File: src/rtl/stu_pkg.sv
// shared types and constants for the 8n1 uart transceiver
`timescale 1ns / 1ps
package stu_pkg;

	localparam int TICKS_PER_BIT_DEF = 8;

	localparam logic [1:0] REQ_TICK = 2'd0;
	localparam logic [1:0] REQ_SEND = 2'd1;
	localparam logic [1:0] REQ_RECV = 2'd2;

	localparam logic [3:0] POS_START = 4'd0;
	localparam logic [3:0] POS_DATA_FIRST = 4'd1;
	localparam logic [3:0] POS_DATA_LAST = 4'd8;
	localparam logic [3:0] POS_STOP = 4'd9;
	localparam logic [3:0] POS_FRAME_END = 4'd10;

	typedef enum logic [1:0] {
		MODE_IDLE = 2'd0,
		MODE_TX   = 2'd1,
		MODE_RX   = 2'd2
	} mode_t;

	typedef struct packed {
		logic       tx_line;
		logic       tx_done;
		logic       rx_done;
		logic [7:0] rx_byte;
		logic [1:0] mode_now;
	} stu_result_t;

endpackage

File: src/rtl/stu_req_if.sv
// request channel: valid/ready handshake with the request fields
`timescale 1ns / 1ps
interface stu_req_if;
	logic       valid;
	logic       ready;
	logic [1:0] req_type;
	logic [7:0] tx_byte;
	logic       rx_line;

	modport source (output valid, req_type, tx_byte, rx_line, input ready);
	modport sink (input valid, req_type, tx_byte, rx_line, output ready);
endinterface

File: src/rtl/stu_res_if.sv
// result channel: valid/ready handshake with the result fields
`timescale 1ns / 1ps
interface stu_res_if;
	logic       valid;
	logic       ready;
	logic       tx_line;
	logic       tx_done;
	logic       rx_done;
	logic [7:0] rx_byte;
	logic [1:0] mode_now;

	modport source (output valid, tx_line, tx_done, rx_done, rx_byte, mode_now, input ready);
	modport sink (input valid, tx_line, tx_done, rx_done, rx_byte, mode_now, output ready);
endinterface

File: src/rtl/soft_uart_8n1_transceiver.sv
// top level of the half-duplex 8n1 uart transceiver
// an accepted item's result is registered in the result buffer before it shows on the result channel
// throughput: one item per cycle while the result buffer has room, set by the single-pass frame state update
// a two-entry result buffer keeps the request side ready for one more item while the result side stalls
// reset: asynchronous, idle mode with the transmit line high and buffers empty
`timescale 1ns / 1ps
module soft_uart_8n1_transceiver
	import stu_pkg::*;
#(
	parameter int TICKS_PER_BIT = TICKS_PER_BIT_DEF
) (
	input  logic      clk,
	input  logic      arst_n,
	stu_req_if.sink   cmd,
	stu_res_if.source res
);

	stu_result_t result;
	logic        buf_ready;
	logic        accept;

	assign cmd.ready = buf_ready;
	assign accept    = cmd.valid && buf_ready;

	stu_core #(
		.TICKS_PER_BIT(TICKS_PER_BIT)
	) u_core (
		.clk      (clk),
		.arst_n   (arst_n),
		.accept   (accept),
		.req_type (cmd.req_type),
		.tx_byte  (cmd.tx_byte),
		.rx_line  (cmd.rx_line),
		.result   (result)
	);

	stu_out_buf u_out_buf (
		.clk      (clk),
		.arst_n   (arst_n),
		.in_valid (cmd.valid),
		.in_ready (buf_ready),
		.in_data  (result),
		.res      (res)
	);

endmodule

File: src/rtl/stu_core.sv
// uart frame state and single-pass update for one item
`timescale 1ns / 1ps
module stu_core
	import stu_pkg::*;
#(
	parameter int TICKS_PER_BIT = TICKS_PER_BIT_DEF
) (
	input  logic        clk,
	input  logic        arst_n,
	input  logic        accept,
	input  logic [1:0]  req_type,
	input  logic [7:0]  tx_byte,
	input  logic        rx_line,
	output stu_result_t result
);

	localparam int TW = (TICKS_PER_BIT > 1) ? $clog2(TICKS_PER_BIT) : 1;
	localparam logic [TW-1:0] TICK_LAST = TW'(TICKS_PER_BIT - 1);

	mode_t         mode_q, mode_d;
	logic [TW-1:0] tick_q, tick_d;
	logic [3:0]    pos_q, pos_d;
	logic [7:0]    shift_q, shift_d;
	logic          line_q, line_d;

	logic          wrap;
	logic [3:0]    pos_inc;
	logic          tx_done, rx_done;
	logic [7:0]    rx_out;

	assign wrap    = (tick_q == TICK_LAST);
	assign pos_inc = (pos_q < POS_FRAME_END) ? pos_q + 4'd1 : pos_q;

	always_comb begin
		mode_d  = mode_q;
		tick_d  = tick_q;
		pos_d   = pos_q;
		shift_d = shift_q;
		line_d  = line_q;
		tx_done = 1'b0;
		rx_done = 1'b0;
		rx_out  = 8'd0;
		case (req_type)
			REQ_SEND: begin
				mode_d  = MODE_TX;
				shift_d = tx_byte;
				tick_d  = '0;
				pos_d   = POS_START;
				line_d  = 1'b0;
			end
			REQ_RECV: begin
				mode_d  = MODE_RX;
				shift_d = 8'd0;
				tick_d  = '0;
				pos_d   = POS_START;
				line_d  = 1'b1;
			end
			REQ_TICK: begin
				if (mode_q == MODE_TX) begin
					tick_d = wrap ? '0 : tick_q + TW'(1);
					if (wrap) begin
						pos_d = pos_inc;
						if (pos_inc >= POS_DATA_FIRST && pos_inc <= POS_DATA_LAST) begin
							line_d  = shift_q[0];
							shift_d = {1'b0, shift_q[7:1]};
						end else if (pos_inc == POS_STOP) begin
							line_d = 1'b1;
						end else begin
							line_d  = 1'b1;
							mode_d  = MODE_IDLE;
							pos_d   = POS_START;
							tx_done = 1'b1;
						end
					end
				end else if (mode_q == MODE_RX) begin
					if (pos_q == POS_START && rx_line) begin
						tick_d = '0;
					end else begin
						tick_d = wrap ? '0 : tick_q + TW'(1);
						if (wrap) begin
							pos_d = pos_inc;
							if (pos_inc >= POS_DATA_FIRST && pos_inc <= POS_DATA_LAST) begin
								shift_d = {rx_line, shift_q[7:1]};
							end else if (pos_inc >= POS_FRAME_END) begin
								rx_done = 1'b1;
								rx_out  = shift_q;
								mode_d  = MODE_IDLE;
								pos_d   = POS_START;
							end
						end
					end
				end
			end
			default: begin
			end
		endcase
	end

	always_ff @(posedge clk or negedge arst_n) begin
		if (!arst_n) begin
			mode_q  <= MODE_IDLE;
			tick_q  <= '0;
			pos_q   <= POS_START;
			shift_q <= 8'd0;
			line_q  <= 1'b1;
		end else if (accept) begin
			mode_q  <= mode_d;
			tick_q  <= tick_d;
			pos_q   <= pos_d;
			shift_q <= shift_d;
			line_q  <= line_d;
		end
	end

	assign result.tx_line  = line_d;
	assign result.tx_done  = tx_done;
	assign result.rx_done  = rx_done;
	assign result.rx_byte  = rx_out;
	assign result.mode_now = mode_d;

	a_pos_range: assert property (@(posedge clk) disable iff (!arst_n)
		pos_q <= POS_FRAME_END)
		else $error("bit position beyond frame end");

	a_idle_clean: assert property (@(posedge clk) disable iff (!arst_n)
		mode_q == MODE_IDLE |-> pos_q == POS_START && line_q)
		else $error("idle with frame position or low line");

	a_send_start: assert property (@(posedge clk) disable iff (!arst_n)
		accept && req_type == REQ_SEND |=> mode_q == MODE_TX && !line_q && tick_q == '0)
		else $error("send request did not start a frame");

	a_tick_range: assert property (@(posedge clk) disable iff (!arst_n)
		tick_q <= TICK_LAST)
		else $error("tick count out of range");

endmodule

File: src/rtl/stu_out_buf.sv
// result register with skid stage
`timescale 1ns / 1ps
module stu_out_buf
	import stu_pkg::*;
(
	input  logic        clk,
	input  logic        arst_n,
	input  logic        in_valid,
	output logic        in_ready,
	input  stu_result_t in_data,
	stu_res_if.source   res
);

	logic        out_valid_q, skid_valid_q;
	stu_result_t out_q, skid_q;
	logic        take, push;

	assign in_ready = !skid_valid_q;
	assign push     = in_valid && in_ready;
	assign take     = out_valid_q && res.ready;

	always_ff @(posedge clk or negedge arst_n) begin
		if (!arst_n) begin
			out_valid_q  <= 1'b0;
			skid_valid_q <= 1'b0;
		end else begin
			if (push) begin
				if (out_valid_q && !take) begin
					skid_valid_q <= 1'b1;
				end else begin
					out_valid_q <= 1'b1;
				end
			end else if (take) begin
				out_valid_q  <= skid_valid_q;
				skid_valid_q <= 1'b0;
			end
		end
	end

	always_ff @(posedge clk) begin
		if (push) begin
			if (out_valid_q && !take) begin
				skid_q <= in_data;
			end else begin
				out_q <= in_data;
			end
		end else if (take && skid_valid_q) begin
			out_q <= skid_q;
		end
	end

	assign res.valid    = out_valid_q;
	assign res.tx_line  = out_q.tx_line;
	assign res.tx_done  = out_q.tx_done;
	assign res.rx_done  = out_q.rx_done;
	assign res.rx_byte  = out_q.rx_byte;
	assign res.mode_now = out_q.mode_now;

endmodule

File: src/flat_wrapper.sv
// flat-port wrapper written by rule: the top's interface ports become plain ports
module soft_uart_8n1_transceiver_flat import stu_pkg::*;
#(
	parameter int TICKS_PER_BIT = TICKS_PER_BIT_DEF
)
  (clk, arst_n, cmd_valid, cmd_req_type, cmd_tx_byte, cmd_rx_line, cmd_ready, res_valid, res_tx_line, res_tx_done, res_rx_done, res_rx_byte, res_mode_now, res_ready);
  stu_req_if cmd_i ();
  stu_res_if res_i ();
  input  logic clk;
  input  logic arst_n;
  input wire logic [$bits(cmd_i.valid)-1:0] cmd_valid;
  input wire logic [$bits(cmd_i.req_type)-1:0] cmd_req_type;
  input wire logic [$bits(cmd_i.tx_byte)-1:0] cmd_tx_byte;
  input wire logic [$bits(cmd_i.rx_line)-1:0] cmd_rx_line;
  output wire logic [$bits(cmd_i.ready)-1:0] cmd_ready;
  output wire logic [$bits(res_i.valid)-1:0] res_valid;
  output wire logic [$bits(res_i.tx_line)-1:0] res_tx_line;
  output wire logic [$bits(res_i.tx_done)-1:0] res_tx_done;
  output wire logic [$bits(res_i.rx_done)-1:0] res_rx_done;
  output wire logic [$bits(res_i.rx_byte)-1:0] res_rx_byte;
  output wire logic [$bits(res_i.mode_now)-1:0] res_mode_now;
  input wire logic [$bits(res_i.ready)-1:0] res_ready;
  assign cmd_i.valid = cmd_valid;
  assign cmd_i.req_type = cmd_req_type;
  assign cmd_i.tx_byte = cmd_tx_byte;
  assign cmd_i.rx_line = cmd_rx_line;
  assign cmd_ready = cmd_i.ready;
  assign res_valid = res_i.valid;
  assign res_tx_line = res_i.tx_line;
  assign res_tx_done = res_i.tx_done;
  assign res_rx_done = res_i.rx_done;
  assign res_rx_byte = res_i.rx_byte;
  assign res_mode_now = res_i.mode_now;
  assign res_i.ready = res_ready;
  soft_uart_8n1_transceiver #(.TICKS_PER_BIT(TICKS_PER_BIT)) u_core (.clk(clk), .arst_n(arst_n), .cmd(cmd_i), .res(res_i));
endmodule
File: config.mk
export PLATFORM = sky130hd
export DESIGN_NAME = soft_uart_8n1_transceiver_flat
export DESIGN_NICKNAME = d
export VERILOG_FILES = /design/src/rtl/stu_pkg.sv /design/src/rtl/stu_req_if.sv /design/src/rtl/stu_res_if.sv /design/src/rtl/soft_uart_8n1_transceiver.sv /design/src/rtl/stu_core.sv /design/src/rtl/stu_out_buf.sv /design/src/flat_wrapper.sv
export SDC_FILE = /design/constraint.sdc
export NUM_CORES = 1
export LEC_CHECK = 0
export ABC_AREA = 1
export BUFFER_PORTS_ARGS = -buffer_cell sky130_fd_sc_hd__buf_2
export CAP_MARGIN = 20
export CORE_MARGIN = 5
export CORE_UTILIZATION = 44
export CTS_BUF_LIST = sky130_fd_sc_hd__clkbuf_16
export CTS_CLUSTER_DIAMETER = 60
export DETAILED_ROUTE_END_ITERATION = 8
export PLACE_DENSITY = 0.66
export SETUP_SLACK_MARGIN = 0.5
export SYNTH_ARGS = -nofsm -noshare
export SYNTH_HDL_FRONTEND = slang
export SYNTH_HIERARCHICAL = 1
export SYNTH_SLANG_ARGS = --single-unit
export TNS_END_PERCENT = 10
File: constraint.sdc
create_clock -name clk -period 1.9 [get_ports clk]
set_clock_uncertainty 0.2 [all_clocks]
set_input_delay 0.285 -clock clk [delete_from_list [all_inputs] [get_ports clk]]
set_output_delay 0.285 -clock clk [all_outputs]
set_load 0.05 [all_outputs]
* Word level (Yosys, flattened, before mapping) *
Cells that the tools add are included.

operators by class
  $add $sub $neg = 2
  $lt $le $gt $ge = 4
  equal/unequal tests = 13
  mux-type cells = 66
  reductions and logical operators = 22

operator list
  kind                                                                                  number
  8-bit 2-to-1 mux                                                                      14
  4-bit 2-to-1 mux                                                                      10
  13-bit 2-to-1 mux                                                                     3
  8-bit one-hot mux with 3 select lines                                                 1
  1-bit 2-to-1 mux                                                                      21
  2-bit 2-to-1 mux                                                                      9
  3-bit 2-to-1 mux                                                                      4
  3-bit != test (second input constant)                                                 3
  4-bit one-hot mux with 2 select lines                                                 1
  2-bit AND reduction                                                                   4
  7-bit AND reduction                                                                   1
  1-bit logical AND                                                                     6
  2-bit one-hot mux with 3 select lines                                                 1
  3-bit one-hot mux with 2 select lines                                                 1
  6-bit AND reduction                                                                   1
  2-bit nonzero test                                                                    3
  4-bit by 1-bit adder with 4-bit output (second input constant)                        1
  2-bit by 1-bit == test with 1-bit output (second input constant)                      2
  2-bit == test (second input constant)                                                 2
  4-bit == test (second input constant)                                                 1
  4-bit by 1-bit greater-or-equal comparator with 1-bit output (second input constant)  1
  4-bit greater-or-equal comparator (second input constant)                             1
  4-bit <= comparator (second input constant)                                           1
  4-bit zero test                                                                       1
  other kinds (12)                                                                      14

storage, ports and cells
  register bits = 46
  logic and storage cells = 124

* Logic depth before layout (Yosys ltp) *
  word-level depth = 12
  gate-level depth with buffers = 16
  depth with buffers taken out = 15

* Modules after synthesis *
The synthesis kept the hierarchy.

modules (own cells, without submodules)
  module                     times used  cells each  area an instance (µm²)  sequential area each (µm²)
  stu_core                   1           187         1,343.8                 451.7
  stu_out_buf                1           87          1,104.8                 830.8
  soft_uart_8n1_transceiver  1           2           7.5                     0.0

* Least setup slack after synthesis *
Ideal clock, no wire load.

  path type = reg2reg
  start point = reg u_core.u_out_buf.skid_valid_q
  end point = reg u_core.u_core.shift_q[4]
  library setup time = 0.074 ns
  arrival = 1.847 ns
  required time = 1.626 ns
  path slack = -0.221 ns
  cell stages (with the launch flop) = 16
  path buffers = 2
  clock period less this slack = 2.121 ns
  path through = dfrtp_1 -> inv_2 -> buf_4 -> nand2_1 -> inv_1 -> inv_1 -> a21oi_4 -> nand2_2 -> a21oi_2 -> nand2_2 -> clkinv_2 -> o21ai_4 -> inv_2 -> buf_6 -> nand2_2 -> o21ai_2

between the ends
  longest elaborated chain between the ends = 3

RTL lines
  what                           line                             RTL
  from (decl)                    stu_out_buf.sv:14                logic out_valid_q, skid_valid_q;
  from (signal assigned)         stu_out_buf.sv:25                skid_valid_q <= 1'b0;
  from (signal assigned)         stu_out_buf.sv:29                skid_valid_q <= 1'b1;
  from (signal assigned)         stu_out_buf.sv:35                skid_valid_q <= 1'b0;
  1-bit zero test                stu_out_buf.sv:18                assign in_ready = !skid_valid_q;
  via cmd_ready                  flat_wrapper.sv:15               output wire logic [$bits(cmd_i.ready)-1:0] cmd_ready;
  1-bit logical AND              soft_uart_8n1_transceiver.sv:23  assign accept = cmd.valid && buf_ready;
  via u_core.accept              soft_uart_8n1_transceiver.sv:20  logic accept;
  7-bit AND reduction (no line)  n/a
  to (signal assigned)           stu_core.sv:110                  shift_q <= shift_d;
  to (decl)                      stu_core.sv:23                   logic [7:0] shift_q, shift_d;

The timed path passes the listed nets, and every way through them passes these cells.
A chain may end at the register's enable or synchronous reset.

==> results.toml <==
[layout]
multi_input_area_sq_mm = 0.00127
n_fill_cell = 441
area_delta_synth_final_pct = 46.5
drive_above_1_share_pct = 50.0
diodes = 0
final_cell_mix = "nand2_1, buf_4, inv_1"
final_common_cell = "nand2_1"
regArea_sq_mm = 0.00128
nNetsFinal = 376

[floorplanning]
num_rows = 27
die_w_um = 84.7
io_pins = 30
dieArea_sq_mm = 0.00718
fp.dieH_um = 84.7
initial_core_util_pct = 44.9
core_sq_mm = 0.00547

[detailed_routing]
drc_errors = 0
drt_wl_total_um = 5670
ant_nets = 0
vias_per_cell = 4.89
wl_per_cell_um = 13.3
dr.first_iter.drc_count = 62
first_pass_iters = 5
vias = 2093

[setup_path]
crit_path_top_delay_cell = "dfrtp_1"
rrSetupSlack_ps = -170
critPathLaunchType = "register"
crit_type = "reg2reg"
rr_endpoint = "u_core/u_out_buf/res.mode_now[1]"
slowest_delay_ps = 420
path_cells = "inv_2 -> ha_4 -> nand2_4 -> nand2_4 -> buf_4 -> inv_1 -> nand4_1 -> nand3_4 -> nand3_2 -> nand2_2 -> nand3_2 -> nand2_1"
worstPathRequired_ps = 1740
path_max_fanout = 3
reg2regPathDepth = 12
arrival_ps = 1910
cp-end-kind = "register"
worstReg2RegStart = "u_core/u_core/pos_q[1]"
crit_family = "simple AND/OR/NAND/NOR gates"
crit_buf_inv = 3

[logic_synthesis]
synth-seq-cells = 46
yosysSeqAreaShare_pct = 52.2
synth_area_leaders = "edfxtp_1, dfrtp_1, nand2_1"
synth_top_area_cell = "edfxtp_1"
synth.avg_cell_area_sq_um = 8.90
yosysUniqueCellTypes = 31
syn_area_sq_mm = 0.00246
synth_fp_nets = 297
synth_top_area_share_pct = 31.8
synth_cells = 276
synth_warnings = 6

[cts]
cts_htree_levels = 2
clock_latency_ps = 280
cts_tree = "yes"
clk_path_buf_depth = 2
cts_buffers = 5
cts.sink_count = 46
clk_pin_slew_ps = 60
cts_root_buf = "clkbuf_16"

[power_and_ir_drop]
power_density_mw_per_mm2 = 1370
peakVddDrop_mv = 0.770
p_leak_uw = 0.00164
p_total_uw = 4930

[timing]
final_hold_viol_count = 0
report.final.slew_viol_count = 0
whs_ps = 82.1
setup_tns_ps = -3370
fin_crit_sh_pct = 109
tightestPinTransition_ps = 474
fmax_mhz = 483
period_minus_slack_ps = 2070
setup-violations-final = 31
worst_slack_ps = -171
max_slew_margin_pct = 68.4
rsz0062_at_grt = "yes"

[global_routing]
grt_use_total_pct = 16.3
antenna_found_initial = 0
grt_max_degree = 21
grt.overflow.total = 0
grt_pass1_vias = 2108
grt_pass1_wl_um = 9510

[hold_path]
whs_path_depth = 4
hold_end = "u_core/u_out_buf/skid_valid_q"
min_path_type = "in2reg"
hp-start = "res_ready"

[place]
place_congestion = 0.844
port_buffers = 29
dp_hpwl_um = 3820

[outcome]
status = "finished with violations"
violations = "setup timing"

[flow_run]
drv_cap = 0
cells in the mapped netlist:
cell type	instances
a21oi_4	1
nor3_1	1
nand4_1	3
nor4_1	1
buf_4	4
dfstp_2	1
nor2_2	2
a32oi_1	1
a21oi_2	1
nand2_1	83
clkbuf_1	2
o22ai_1	2
inv_2	3
nand2_4	2
dfrtp_1	19
nor2_1	12
nand2_2	12
a22o_1	1
o21ai_0	13
buf_6	4
nor2_4	1
edfxtp_1	26
inv_1	33
clkinv_2	1
nand3_1	28
ha_1	6
o21ai_2	7
o31ai_1	1
o21bai_1	1
o21ai_4	1
a21oi_1	3
routing by layer:
metal,vias up,global-route usage [%],part of all wire (%)
met2,36,29.5,53
li1,1059,-,-
met3,9,3.34,3.2
met1,989,19.5,42
met4,0,4.89,1.4
met5,-,0,0
worst max path at each step:
stage                           start                                to  cells after the start  slack (ps)
6_report       u_core/u_core/pos_q[1]  u_core/u_out_buf/res.mode_now[1]                     12        -170
2_1_floorplan  u_core/u_core/pos_q[0]      u_core/u_out_buf/res.tx_line                     15         -90
5_1_grt        u_core/u_core/pos_q[3]      u_core/u_out_buf/res.tx_line                     14        -280
4_1_cts        u_core/u_core/pos_q[1]          u_core/u_core/shift_q[3]                     15        -100
3_5_place_dp   u_core/u_core/pos_q[0]   u_core/u_out_buf/res.rx_byte[4]                     13        -280
3_3_place_gp   u_core/u_core/pos_q[0]   u_core/u_out_buf/res.rx_byte[7]                     13        -190
sequential cells by signal, indices dropped and copies added, names as in the netlist:
register,count
u_core/u_core/line_q,1
u_core/u_core/mode_q,2
u_core/u_core/pos_q,4
u_core/u_core/shift_q,8
u_core/u_core/tick_q,3
u_core/u_out_buf/res.mode_now,2
u_core/u_out_buf/res.rx_byte,8
u_core/u_out_buf/res.rx_done,1
u_core/u_out_buf/res.tx_done,1
u_core/u_out_buf/res.tx_line,1
u_core/u_out_buf/res.valid,1
u_core/u_out_buf/skid_q,13
u_core/u_out_buf/skid_valid_q,1
through the flow:
step | worst slack (ps) | cells | utilization, % | area, sq um
floorplan | -92.1 | 276 | - | 2490
global placement | -185 | 413 | 54.5 | 2990
detailed placement | -276 | 413 | 54.5 | 2990
CTS | -105 | 427 | 63.6 | 3480
global route | -279 | 428 | 65.8 | 3600
finish | -171 | 428 | 65.8 | 3600
cell families (layout without fill, tap and decap cells):
group / count (synthesis) / after routing / share of synthesized area, %
AO/OA/AOI/OAI: 32 / 32 / 9.27
AND/OR/NAND/NOR: 145 / 145 / 26.4
flip-flops: 46 / 46 / 52.2
adder cells (fa/ha/maj): 6 / 6 / 3.06
buffers and inverters: 47 / 127 / 9.07
worst min-delay path, delay by kind of cell:
kind / cells / cell delay [ps]
buffers and inverters: 2 / 110
AND/OR/NAND/NOR: 2 / 130
timing repair:
item	in CTS	in global routing
buffers inserted	5	1
hold endpoints to repair	19	0
setup endpoints to repair	72	73
hold buffers	1	0
resized for setup	68	32
pin swaps	27	22
area by class of cell:
type / instances / area share [%]
Clock buffer: 5 / 3.48
Clock inverter: 3 / 1.15
Inverter: 37 / 4.21
Multi-Input combinational cell: 183 / 35.2
Sequential cell: 46 / 35.6
Tap cell: 72 / 2.50
Timing Repair Buffer: 82 / 17.8
report_power, final:
part           internal, uW  switching (uW)
Clock                   616             361
Combinational           976            1460
Sequential             1390             125
Total                  2980            1950
(Power assumes the default switching activity.)
